===== config.mk =====
export PLATFORM = sky130hd
export DESIGN_NAME = sample_stack_min_max
export DESIGN_NICKNAME = d
export VERILOG_FILES = /design/src/hw/rtl/ssmm_pkg.sv /design/src/hw/rtl/ssmm_ram.sv /design/src/hw/rtl/ssmm_cmp.sv /design/src/hw/rtl/sample_stack_min_max.sv
export SDC_FILE = /design/constraint.sdc
export NUM_CORES = 1
export LEC_CHECK = 0
export BUFFER_PORTS_ARGS = -buffer_cell sky130_fd_sc_hd__buf_2
export CORE_MARGIN = 2
export CORE_UTILIZATION = 29
export CTS_BUF_LIST = sky130_fd_sc_hd__clkbuf_2 sky130_fd_sc_hd__clkbuf_4 sky130_fd_sc_hd__clkbuf_8
export CTS_CLUSTER_SIZE = 24
export DETAILED_ROUTE_END_ITERATION = 8
export GPL_TIMING_DRIVEN = 0
export PLACE_DENSITY = 0.5
export SYNTH_ARGS = -nofsm -noshare
export SYNTH_HDL_FRONTEND = slang
export SYNTH_SLANG_ARGS = --single-unit

===== constraint.sdc =====
create_clock -name clk_i -period 4.8 [get_ports clk_i]
set_input_delay 1.44 -clock clk_i [delete_from_list [all_inputs] [get_ports clk_i]]
set_output_delay 1.44 -clock clk_i [all_outputs]
set_load 0.03 [all_outputs]

===== src/hw/rtl/ssmm_pkg.sv =====
// Shared types, field widths and operation/status codes for the sample stack.
package ssmm_pkg;

  localparam int unsigned KIND_W   = 2;
  localparam int unsigned ID_W     = 16;
  localparam int unsigned VAL_W    = 32;
  localparam int unsigned STATUS_W = 3;
  localparam int unsigned POS_W    = 4;
  localparam int unsigned COUNT_W  = 5;

  localparam int unsigned IN_DATA_W  = ID_W + VAL_W;
  localparam int unsigned OUT_BITS   = STATUS_W + POS_W + COUNT_W + 2 * VAL_W;
  localparam int unsigned OUT_DATA_W = ((OUT_BITS + 7) / 8) * 8;
  localparam int unsigned OUT_PAD_W  = OUT_DATA_W - OUT_BITS;

  localparam logic [KIND_W-1:0] KIND_ADD    = 2'd0;
  localparam logic [KIND_W-1:0] KIND_FIND   = 2'd1;
  localparam logic [KIND_W-1:0] KIND_REMOVE = 2'd2;

  localparam logic [STATUS_W-1:0] ST_OK       = 3'd0;
  localparam logic [STATUS_W-1:0] ST_DUP      = 3'd1;
  localparam logic [STATUS_W-1:0] ST_NOTFOUND = 3'd2;
  localparam logic [STATUS_W-1:0] ST_EMPTY    = 3'd3;
  localparam logic [STATUS_W-1:0] ST_FULL     = 3'd4;

  typedef struct packed {
    logic signed [VAL_W-1:0] value;
    logic [ID_W-1:0]         id;
  } entry_t;

  typedef struct packed {
    logic id_eq;
    logic below_min;
    logic above_max;
  } cmp_flags_t;

endpackage


===== src/hw/rtl/ssmm_ram.sv =====
// Generic single-write, single-read RAM with a registered read port.
module ssmm_ram #(
  parameter int unsigned WIDTH = 8,
  parameter int unsigned DEPTH = 16,
  parameter int unsigned AW    = $clog2(DEPTH)
) (
  input  logic             clk_i,
  input  logic             we_i,
  input  logic [AW-1:0]    waddr_i,
  input  logic [WIDTH-1:0] wdata_i,
  input  logic             re_i,
  input  logic [AW-1:0]    raddr_i,
  output logic [WIDTH-1:0] rdata_o
);

  logic [WIDTH-1:0] mem [DEPTH];
  logic [WIDTH-1:0] rdata_q;

  always_ff @(posedge clk_i) begin
    if (we_i) begin
      mem[waddr_i] <= wdata_i;
    end
    if (re_i) begin
      rdata_q <= mem[raddr_i];
    end
  end

  assign rdata_o = rdata_q;

endmodule


===== src/hw/rtl/ssmm_cmp.sv =====
// Shared compare unit: ID equality and signed compares against the running min and max.
module ssmm_cmp (
  input  logic [ssmm_pkg::ID_W-1:0]         id_a_i,
  input  logic [ssmm_pkg::ID_W-1:0]         id_b_i,
  input  logic signed [ssmm_pkg::VAL_W-1:0] value_i,
  input  logic signed [ssmm_pkg::VAL_W-1:0] min_i,
  input  logic signed [ssmm_pkg::VAL_W-1:0] max_i,
  output ssmm_pkg::cmp_flags_t              flags_o
);
  import ssmm_pkg::*;

  always_comb begin
    flags_o.id_eq     = (id_a_i == id_b_i);
    flags_o.below_min = (value_i < min_i);
    flags_o.above_max = (value_i > max_i);
  end

endmodule


===== src/hw/rtl/sample_stack_min_max.sv =====
// Top level of the sample stack: sequencer, state registers, entry RAM and output register.
//
// The block keeps a LIFO of up to DEPTH samples (16-bit ID, signed Q16.16 value).
// Items enter on the s_axis channel: tuser carries the operation (add, find,
// remove head), tdata carries the ID and the value. Every item yields exactly one
// result item on the m_axis channel with a status, the head-based position of a
// found ID, the entry count and the current minimum and maximum (zero when empty).
// Stored entries live in one RAM with a registered read port. A small sequencer
// walks that RAM one entry per cycle and feeds a single shared compare unit, which
// checks IDs for add and find, updates min/max on an add and rebuilds them after a remove.
// An item with no walk (unused kind, find or remove on an empty store, removal of
// the last entry) goes straight to the final step, and an add to an empty store
// goes straight to the write step. Otherwise a find or add walks the entries from
// the head until an ID hits or the walk ends, and an add that finds no duplicate
// then writes it or reports a full store; a remove walks every remaining entry.
// s_axis_tready_o is high only while the sequencer is idle, so one item is in work at
// a time. The result sits in an output register and the next item is accepted while
// it waits; if the receiver stalls, the sequencer holds in its final step until that
// register frees. After reset the store is empty, min and max read zero, and no
// clearing pass is needed.
module sample_stack_min_max #(
  parameter int unsigned DEPTH = 16
) (
  input  logic                               clk_i,
  input  logic                               rst_ni,
  input  logic                               s_axis_tvalid_i,
  output logic                               s_axis_tready_o,
  // [15:0] sample_id, [47:16] sample_value
  input  logic [ssmm_pkg::IN_DATA_W-1:0]     s_axis_tdata_i,
  // [1:0] kind
  input  logic [ssmm_pkg::KIND_W-1:0]        s_axis_tuser_i,
  output logic                               m_axis_tvalid_o,
  input  logic                               m_axis_tready_i,
  // [2:0] status, [6:3] position, [11:7] entry_count, [43:12] min_value,
  // [75:44] max_value, [79:76] zero
  output logic [ssmm_pkg::OUT_DATA_W-1:0]    m_axis_tdata_o
);
  import ssmm_pkg::*;

  localparam int unsigned AW = $clog2(DEPTH);
  localparam int unsigned CW = $clog2(DEPTH + 1);
  localparam int unsigned PW = (AW > POS_W) ? AW : POS_W;
  localparam int unsigned NW = (CW > COUNT_W) ? CW : COUNT_W;

  localparam logic [1:0] S_IDLE = 2'd0;
  localparam logic [1:0] S_SCAN = 2'd1;
  localparam logic [1:0] S_PUSH = 2'd2;
  localparam logic [1:0] S_FIN  = 2'd3;

  logic [1:0]              state_q, state_d;
  logic [CW-1:0]           occ_q, occ_d;
  logic signed [VAL_W-1:0] min_q, min_d, max_q, max_d;
  logic [CW-1:0]           cnt_q, cnt_d;
  logic                    vld_q, vld_d;
  logic [AW-1:0]           pos_q, pos_d;
  logic [KIND_W-1:0]       kind_q, kind_d;
  logic [ID_W-1:0]         id_q, id_d;
  logic signed [VAL_W-1:0] val_q, val_d;
  logic [STATUS_W-1:0]     res_status_q, res_status_d;
  logic [AW-1:0]           res_pos_q, res_pos_d;

  logic                    m_vld_q, m_vld_d;
  logic [OUT_BITS-1:0]     m_data_q, m_data_d;

  logic                    accept;
  logic                    out_free;
  logic                    ram_we, ram_re;
  logic [AW-1:0]           ram_raddr;
  logic [CW-1:0]           head_rel;
  entry_t                  ram_wdata, ram_rdata;
  logic signed [VAL_W-1:0] cmp_val;
  cmp_flags_t              flags;
  logic [PW-1:0]           pos_wide;
  logic [NW-1:0]           count_wide;

  assign s_axis_tready_o = (state_q == S_IDLE);
  assign accept          = s_axis_tvalid_i && s_axis_tready_o;
  assign out_free        = !m_vld_q || m_axis_tready_i;

  assign ram_wdata.id    = id_q;
  assign ram_wdata.value = val_q;
  assign head_rel        = occ_q - CW'(1) - cnt_q;
  assign cmp_val         = (state_q == S_PUSH) ? val_q : ram_rdata.value;

  ssmm_ram #(
    .WIDTH ($bits(entry_t)),
    .DEPTH (DEPTH),
    .AW    (AW)
  ) u_ram (
    .clk_i   (clk_i),
    .we_i    (ram_we),
    .waddr_i (occ_q[AW-1:0]),
    .wdata_i (ram_wdata),
    .re_i    (ram_re),
    .raddr_i (ram_raddr),
    .rdata_o (ram_rdata)
  );

  ssmm_cmp u_cmp (
    .id_a_i  (ram_rdata.id),
    .id_b_i  (id_q),
    .value_i (cmp_val),
    .min_i   (min_q),
    .max_i   (max_q),
    .flags_o (flags)
  );

  always_comb begin
    state_d      = state_q;
    occ_d        = occ_q;
    min_d        = min_q;
    max_d        = max_q;
    cnt_d        = cnt_q;
    vld_d        = 1'b0;
    pos_d        = pos_q;
    kind_d       = kind_q;
    id_d         = id_q;
    val_d        = val_q;
    res_status_d = res_status_q;
    res_pos_d    = res_pos_q;
    ram_we       = 1'b0;
    ram_re       = 1'b0;
    ram_raddr    = cnt_q[AW-1:0];

    case (state_q)
      S_IDLE: begin
        if (accept) begin
          kind_d       = s_axis_tuser_i;
          id_d         = s_axis_tdata_i[ID_W-1:0];
          val_d        = s_axis_tdata_i[IN_DATA_W-1:ID_W];
          res_status_d = ST_OK;
          res_pos_d    = '0;
          cnt_d        = '0;
          case (s_axis_tuser_i)
            KIND_ADD: begin
              state_d = (occ_q == '0) ? S_PUSH : S_SCAN;
            end
            KIND_FIND: begin
              if (occ_q == '0) begin
                res_status_d = ST_NOTFOUND;
                state_d      = S_FIN;
              end else begin
                state_d = S_SCAN;
              end
            end
            KIND_REMOVE: begin
              if (occ_q == '0) begin
                res_status_d = ST_EMPTY;
                state_d      = S_FIN;
              end else begin
                occ_d = occ_q - CW'(1);
                if (occ_q == CW'(1)) begin
                  min_d   = '0;
                  max_d   = '0;
                  state_d = S_FIN;
                end else begin
                  state_d = S_SCAN;
                end
              end
            end
            default: begin
              state_d = S_FIN;
            end
          endcase
        end
      end

      S_SCAN: begin
        // A remove rebuilds min and max from the oldest entry upward.
        if (vld_q && (kind_q == KIND_REMOVE)) begin
          if (pos_q == '0) begin
            min_d = ram_rdata.value;
            max_d = ram_rdata.value;
          end else begin
            if (flags.below_min) min_d = ram_rdata.value;
            if (flags.above_max) max_d = ram_rdata.value;
          end
        end

        if (vld_q && (kind_q != KIND_REMOVE) && flags.id_eq) begin
          if (kind_q == KIND_FIND) begin
            res_pos_d = pos_q;
          end else begin
            res_status_d = ST_DUP;
          end
          state_d = S_FIN;
        end else if (vld_q && (CW'(pos_q) == occ_q - CW'(1))) begin
          case (kind_q)
            KIND_ADD:  state_d = S_PUSH;
            KIND_FIND: begin
              res_status_d = ST_NOTFOUND;
              state_d      = S_FIN;
            end
            default:   state_d = S_FIN;
          endcase
        end else if (cnt_q < occ_q) begin
          ram_re    = 1'b1;
          ram_raddr = (kind_q == KIND_REMOVE) ? cnt_q[AW-1:0] : head_rel[AW-1:0];
          cnt_d     = cnt_q + CW'(1);
          vld_d     = 1'b1;
          pos_d     = cnt_q[AW-1:0];
        end
      end

      S_PUSH: begin
        if (occ_q == CW'(DEPTH)) begin
          res_status_d = ST_FULL;
        end else begin
          ram_we = 1'b1;
          occ_d  = occ_q + CW'(1);
          if (occ_q == '0) begin
            min_d = val_q;
            max_d = val_q;
          end else begin
            if (flags.below_min) min_d = val_q;
            if (flags.above_max) max_d = val_q;
          end
        end
        state_d = S_FIN;
      end

      S_FIN: begin
        if (out_free) begin
          state_d = S_IDLE;
        end
      end

      default: begin
        state_d = S_IDLE;
      end
    endcase
  end

  // Result assembly: the store state is already final when the sequencer reaches S_FIN.
  assign pos_wide   = PW'(res_pos_q);
  assign count_wide = NW'(occ_q);
  assign m_data_d   = {max_q, min_q, count_wide[COUNT_W-1:0], pos_wide[POS_W-1:0],
                       res_status_q};

  always_comb begin
    m_vld_d = m_vld_q;
    if ((state_q == S_FIN) && out_free) begin
      m_vld_d = 1'b1;
    end else if (m_axis_tready_i) begin
      m_vld_d = 1'b0;
    end
  end

  always_ff @(posedge clk_i or negedge rst_ni) begin
    if (!rst_ni) begin
      state_q <= S_IDLE;
      occ_q   <= '0;
      min_q   <= '0;
      max_q   <= '0;
      vld_q   <= 1'b0;
      m_vld_q <= 1'b0;
    end else begin
      state_q <= state_d;
      occ_q   <= occ_d;
      min_q   <= min_d;
      max_q   <= max_d;
      vld_q   <= vld_d;
      m_vld_q <= m_vld_d;
    end
  end

  always_ff @(posedge clk_i) begin
    cnt_q        <= cnt_d;
    pos_q        <= pos_d;
    kind_q       <= kind_d;
    id_q         <= id_d;
    val_q        <= val_d;
    res_status_q <= res_status_d;
    res_pos_q    <= res_pos_d;
    if ((state_q == S_FIN) && out_free) begin
      m_data_q <= m_data_d;
    end
  end

  assign m_axis_tvalid_o = m_vld_q;
  assign m_axis_tdata_o  = {{OUT_PAD_W{1'b0}}, m_data_q};

`ifndef SYNTHESIS
  a_occ_bounded: assert property (@(posedge clk_i) disable iff (!rst_ni)
    occ_q <= CW'(DEPTH))
    else $error("occupancy exceeds depth");

  a_write_not_full: assert property (@(posedge clk_i) disable iff (!rst_ni)
    ram_we |-> (occ_q < CW'(DEPTH)))
    else $error("entry write while store is full");

  a_busy_after_accept: assert property (@(posedge clk_i) disable iff (!rst_ni)
    accept |=> !s_axis_tready_o)
    else $error("second item accepted while one is in work");

  a_read_only_in_scan: assert property (@(posedge clk_i) disable iff (!rst_ni)
    vld_q |-> (state_q == S_SCAN))
    else $error("entry read data arrived outside a walk");

  a_empty_extremes: assert property (@(posedge clk_i) disable iff (!rst_ni)
    (occ_q == '0) && (state_q == S_IDLE) |-> (min_q == '0) && (max_q == '0))
    else $error("min or max nonzero on empty store");
`endif

endmodule

* Yosys cells after proc, flatten, opt, wreduce, memory -nomap -nowiden
Memory sizes are Yosys's and may differ from the RTL's. A register that Yosys moved wholly into a read port is not among the register bits. Index checks and enable logic that the tools add are counted.
Storage, ports and cells: flip-flop bits (word level) 215, latch bits 0, memory bits (writable) 768, ROM bits 0, input port bits 54, output and inout bits 82, memories 1
Cells by class: add/subtract/negate cells 4, $mul 0, divide/modulo/power cells 0, magnitude comparators 3, equal/unequal tests 32, shift operators 0, muxes and demuxes 69, bitwise operators 2, reduce and logical (&&, ||, !) cells 26
Memories:
- u_ram.mem | depth 16, bits a word 48, rd ports 1, clocked after memory_dff 1, write ports 1, RTL line ssmm_ram.sv:16 | logic [WIDTH-1:0] mem [DEPTH];
Operators with widths (count):
- $mux 32 | 17
- $pmux 32 s3 | 2
- $mux 5 | 8
- $gt 32x32->1 | 1
- $lt 32x32->1 | 1
- $mux 4 | 8
- $mux 2 | 10
- $ne 2x2->1 const B | 10
- $pmux 5 s2 | 2
- $mux 3 | 6
- $reduce_and 9->1 | 2
- $eq 16x16->1 | 1
- $ne 3x3->1 const B | 5
- $mux 1 | 11
- $add 5x1->5 const B | 2
- $reduce_and 5->1 | 2
- $pmux 3 s3 | 1
- $eq 2x2->1 const B | 4
- $ne 2x1->1 const B | 4
- $pmux 2 s4 | 1
- $pmux 4 s2 | 1
- $reduce_and 4->1 | 2
- $eq 2x1->1 const B | 3
- $logic_and 1x1->1 | 6
- other kinds (20) | 26

* Logic depth before layout (Yosys ltp)
depth in word-level cells 7, mapped depth 17, mapped depth without buffers 14

* Modules after synthesis
Synthesis repeated with hierarchy kept, for this count alone.
Unflattened totals: cell total of the unflattened synthesis 2119, area, all modules 40975.5 sq um
Modules (own cells, without submodules):
- ssmm_ram | instances 1, cells each 1242, area an instance 30171.4 sq um, seq. area each 24503.5 sq um
- sample_stack_min_max | instances 1, cells each 636, area an instance 9061.2 sq um, seq. area each 6090.8 sq um
- ssmm_cmp | instances 1, cells each 241, area an instance 1742.9 sq um, seq. area each 0.0 sq um

* Least setup slack after synthesis
Ideal clock, no wire load.
path type register -> register, start point register state_q[0], end point register max_q[10], library setup time 0.125 ns, arrival 3.858 ns, data required time 4.675 ns, setup slack 0.818 ns, cell stages (with the launch flop) 18, path buffers 3, cells stage by stage dfrtp_1 > inv_1 > ha_1 > clkbuf_1 > clkbuf_1 > nand2_1 > o21ai_0 > ha_1 > a21o_1 > a21o_1 > a21o_1 > a21o_1 > a211o_1 > a221o_1 > a211oi_1 > o21ai_1 > clkbuf_1 > mux2_2
Between the ends: longest elaborated chain between the ends 5, elaborated cells between the ends (all ways) 17
Ends and longest elaborated chain:
- start, declared | RTL line sample_stack_min_max.sv:50 | logic [1:0] state_q, state_d;
- start signal, assigned | RTL line sample_stack_min_max.sv:258 | state_q <= state_d;
- $eq 2x2->1 | RTL line sample_stack_min_max.sv:83, sample_stack_min_max.sv:125
- $mux 32 | RTL line sample_stack_min_max.sv:83 | assign cmp_val = (state_q == S_PUSH) ? val_q : ram_rdata.value;
- $gt 32x32->1 | RTL line ssmm_cmp.sv:15 | flags_o.above_max = (value_i > max_i);
- $ne 3x3->1 (no line) or $ne 3x2->1 (tied branches)
- $reduce_and 9->1 (no line)
- end signal, assigned | RTL line sample_stack_min_max.sv:261 | max_q <= max_d;
- end, declared | RTL line sample_stack_min_max.sv:52 | logic signed [VAL_W-1:0] min_q, min_d, max_q, max_d;
Parallel ways exist; a longest one is shown, timed or not. A chain may end at the register's enable or synchronous reset.

* Worst setup path after layout
start point register id_q[11], end point register u_ram.rdata_q[20] (netlist: u_ram.rdata_o[20]) (read register of u_ram.mem) (data pin)
Between the ends: longest elaborated chain between the ends 4, elaborated cells between the ends (all ways) 6
Ends and longest elaborated chain:
- start, declared | RTL line sample_stack_min_max.sv:57 | logic [ID_W-1:0] id_q, id_d;
- start signal, assigned | RTL line sample_stack_min_max.sv:271 | id_q <= id_d;
- $eq 16x16->1 * | RTL line ssmm_cmp.sv:13 | flags_o.id_eq = (id_a_i == id_b_i);
- $logic_and 1x1->1 * | RTL line sample_stack_min_max.sv:180 | if (vld_q && (kind_q != KIND_REMOVE) && flags.id_eq) begin
- $mux 4 or $mux 1 (tied branches) | RTL line sample_stack_min_max.sv:180
- $mux 4 or $mux 1 (tied branches) | RTL line sample_stack_min_max.sv:125 | case (state_q)
- end, declared | RTL line ssmm_ram.sv:17 | logic [WIDTH-1:0] rdata_q;
Mark *: on every way between the ends. The rest lies on a longest branch, timed or not.

==> results.py <==
metrics = {
    "status": {
        "run_status": "finished clean",
    },
    "logic_synthesis": {
        "synth_top_flop_cell": "sky130_fd_sc_hd__edfxtp_1",
        "post_synthesis_async_set_or_reset_flop_share_pct": 7.08,
        "ys_warn_count": 0,
        "syn-instance-count": 2902,
        "syn-mean-instance-area_sq_um": 14.6,
        "synth_sequential_area_ratio_pct": 72.1,
        "synth.lib_cells_used.distinct": 59,
        "synth_enable_flop_cells": 958,
        "synth_compound_gate_area_share_pct": 13.1,
        "synth_mux_area_share_pct": 1.87,
        "post_synth_instance_area_sq_um": 42400,
        "yosys-top-cells-area": "sky130_fd_sc_hd__edfxtp_1 (68%), sky130_fd_sc_hd__dfrtp_1 (4.3%), sky130_fd_sc_hd__nand2_1 (4.2%), sky130_fd_sc_hd__a311oi_1 (4.0%), sky130_fd_sc_hd__a211oi_1 (3.5%)",
        "yosys.area.top_type": "sky130_fd_sc_hd__edfxtp_1",
        "synth_top_area_share_pct": 67.8,
        "dominant_combinational_cell_family_by_area_after_synthesis": "compound AO/OA/AOI/OAI gates",
        "synth_adder_area_share_pct": 2.55,
        "synth-seq-cells": 1031,
        "synth-xor-area-share_pct": 0.752,
        "synth_simple_gate_area_share_pct": 6.51,
    },
    "global_routing": {
        "number_of_global_route_vias_before_repair": 26200,
        "maximum_number_of_pins_on_one_net_before_global_route_repair": 70,
        "antenna_found_initial": 7,
        "grt_pass1_wl_um": 184000,
        "grt_remaining_overflow": 0,
        "grt_usage_pct": 16.7,
    },
    "finish": {
        "filler_cell_count": 14100,
        "final_layout_size_suffix_gt1_share_pct": 20.3,
        "fin_cells": 5335,
        "layout.cells.most_common": "sky130_fd_sc_hd__edfxtp_1",
        "commonest_cells_after_routing_fill_and_taps_aside": "sky130_fd_sc_hd__edfxtp_1 (958), sky130_fd_sc_hd__nand2_1 (480), sky130_fd_sc_hd__buf_2 (202)",
        "design.final.nets": 3414,
        "register_area_sq_um": 30600,
        "finalInstanceArea_sq_um": 50300,
        "area_of_the_multi_input_gates_sq_um": 10700,
        "synthToLayoutAreaGrowth_pct": 18.5,
        "postLayoutCoreUtil_pct": 34.6,
    },
    "drt": {
        "first_iter_violations": 2360,
        "drt-wirelength-per-cell_um": 23.7,
        "via_count": 26200,
        "avgViaCountPerCell": 4.92,
        "antenna_left": 0,
        "drc": 0,
        "firstDrtPassIters": 7,
        "drt-total-wl_um": 127000,
    },
    "clock_network": {
        "master_cell_of_the_clock_root_buffer": "sky130_fd_sc_hd__clkbuf_8",
        "post_cts_hold_buffer_count": 0,
        "cts.htree.levels": 4,
        "cts_tree": "yes",
        "cts.reportedPaths.clkPinSlew_ns": 0.06,
        "numCtsBuffers": 177,
        "clkLatencyLatePin_ns": 0.89,
        "cts_num_sinks": 1031,
        "maximum_buffer_depth_of_the_clock_tree": 3,
    },
    "setup_path": {
        "critical-path-slowest-cell": "sky130_fd_sc_hd__a311oi_1",
        "start_kind": "flip-flop",
        "max_stage_delay_ns": 0.50,
        "crit_type": "flip-flop to flip-flop",
        "r2r_cells": 12,
        "cp.arrival_ns": 5.35,
        "worst_path_most_repeated_cell": "sky130_fd_sc_hd__buf_2",
        "cp_num_buf_inv": 3,
        "crit_family": "simple AND/OR/NAND/NOR gates",
        "timing.critical_path.cells": "xnor2_2 > nand4_1 > nor4b_2 > a31oi_2 > and3_1 > buf_2 > nor2_2 > buf_6 > buf_2 > a211oi_1 > a311oi_1 > or4_1",
        "worst_ep_required_time_ns": 5.46,
        "end_kind": "flip-flop",
        "critical_path_peak_fanout": 10,
        "worst-path-stages": 12,
    },
    "worst_hold_path": {
        "timing.hold.worst.class": "flip-flop to flip-flop",
        "hold_depth": 0,
    },
    "sta": {
        "hold_viol": 0,
        "worst-slew-pin-transition_ns": 1.31,
        "maxSlewHeadroom_pct": 10.6,
        "max_clock_freq_mhz": 213,
        "period_share_pct": 97.8,
        "clock_skew_ns": 0.0408,
        "final-setup-viol-count": 0,
        "post_layout_min_period_ns": 4.69,
        "slew_violations": 0,
    },
    "power_and_ir_drop": {
        "worst_vdd_drop_mv": 0.344,
        "p_per_area_nw_per_um2": 744,
        "total_power_uw": 37500,
        "leakage_uw": 0.0172,
    },
    "placed_design": {
        "place.port_buffers": 131,
        "place.detailed.instances": 4988,
        "place.detailed.hpwl_um": 87100,
        "cell_area_after_placement_sq_um": 46400,
        "gp_congestion": 0.807,
    },
    "floorplan": {
        "die_width_um": 387,
        "total_die_area_sq_um": 149000,
        "die_y_um": 387,
        "core_sq_um": 146000,
        "initial_core_utilization_pct": 29.2,
        "io_pins": 136,
        "std_cell_rows": 140,
    },
    "run": {
        "drv.max_cap_violation_count": 0,
    },
}
per-layer routing:
| layer | track usage, % | share of wire [%] | wire length (um) |
|---|---|---|---|
| met1 | 23.1 | 45 | 57400 |
| met2 | 26.8 | 47 | 59000 |
| met3 | 2.96 | 5.9 | 7460 |
| met4 | 5.00 | 2.3 | 2890 |
| met5 | 0 | 0 | 0 |
power by group:
group	switching (uW)	internal (uW)	total [uW]
Sequential	894	11800	12700
Clock	3650	4260	7910
Combinational	11600	5260	16800
state kept, by name (all words and copies together), names as in the netlist:
signal / count
cnt_q: 5
count_wide: 5
id_q: 16
kind_q: 2
m_axis_tvalid_o: 1
m_data_q: 76
max_q: 32
min_q: 32
pos_q: 4
pos_wide: 4
res_status_q: 3
state_q: 2
u_ram.mem: 768
u_ram.rdata_o: 48
val_q: 32
vld_q: 1
Yosys cell counts (17+ instances only):
cell type and count:
sky130_fd_sc_hd__a21oi_1 21, sky130_fd_sc_hd__buf_1 17, sky130_fd_sc_hd__a311oi_1 193, sky130_fd_sc_hd__edfxtp_1 958, sky130_fd_sc_hd__ha_1 85, sky130_fd_sc_hd__or4_1 49
sky130_fd_sc_hd__nand2_1 480, sky130_fd_sc_hd__clkbuf_1 97, sky130_fd_sc_hd__inv_1 115, sky130_fd_sc_hd__xnor2_1 23, sky130_fd_sc_hd__o21a_1 195, sky130_fd_sc_hd__a21o_1 21
sky130_fd_sc_hd__mux2_2 66, sky130_fd_sc_hd__o21ai_0 47, sky130_fd_sc_hd__nor2_1 34, sky130_fd_sc_hd__a211oi_1 196, sky130_fd_sc_hd__dfrtp_1 73, sky130_fd_sc_hd__nand4_1 18
sky130_fd_sc_hd__a21boi_0 31, sky130_fd_sc_hd__buf_2 75
path summary, 6_finish.rpt:
check                      slack, ns                 to         from
setup / recovery                0.11  u_ram.rdata_o[20]     id_q[11]
hold / removal                  0.42        m_data_q[4]  pos_wide[1]
setup reg to reg                0.11  u_ram.rdata_o[20]     id_q[11]
hold reg to reg                 0.42        m_data_q[4]  pos_wide[1]
max in group asynchronous       3.76           min_q[6]       rst_ni
min in group asynchronous       0.43      count_wide[2]       rst_ni
metrics by stage:
stage,setup WS [ns],hold WS [ns],setup TNS (ns)
3_5_place_dp,-1.06,0.405,-95.12
3_3_place_gp,-2.59,0.405,-1800.92
5_1_grt,-0.00395,0.405,-0.00395
2_1_floorplan,0.818,0.400,0
4_1_cts,0.0273,0.368,0
6_report,0.105,0.418,0
layout make-up:
cell class / instances / share of cell area (%)
Tap cell: 1917 / 4.77
Timing Repair Buffer: 190 / 3.36
Sequential cell: 1031 / 60.8
Antenna cell: 8 / 0.0398
Buffer: 201 / 1.96
Clock inverter: 80 / 1.07
Inverter: 115 / 0.858
Multi-Input combinational cell: 1558 / 21.4
Clock buffer: 235 / 5.79
cells by family after synthesis:
family,count (synthesis)
xor+xnor,34
other cells,1
buf+inv,316
flops,1031
fa+ha+maj,86
mux,70
simple gates,636
compound gates,728
repair_timing:
action | in CTS | in global routing
gates resized for setup | 52 | 18
buffers inserted | 6 | 18
pin swaps | 1 | 1
hold endpoints to repair | 0 | 0
setup endpoints to repair | 112 | 97
Note: power is estimated with default switching activity, not from simulation.
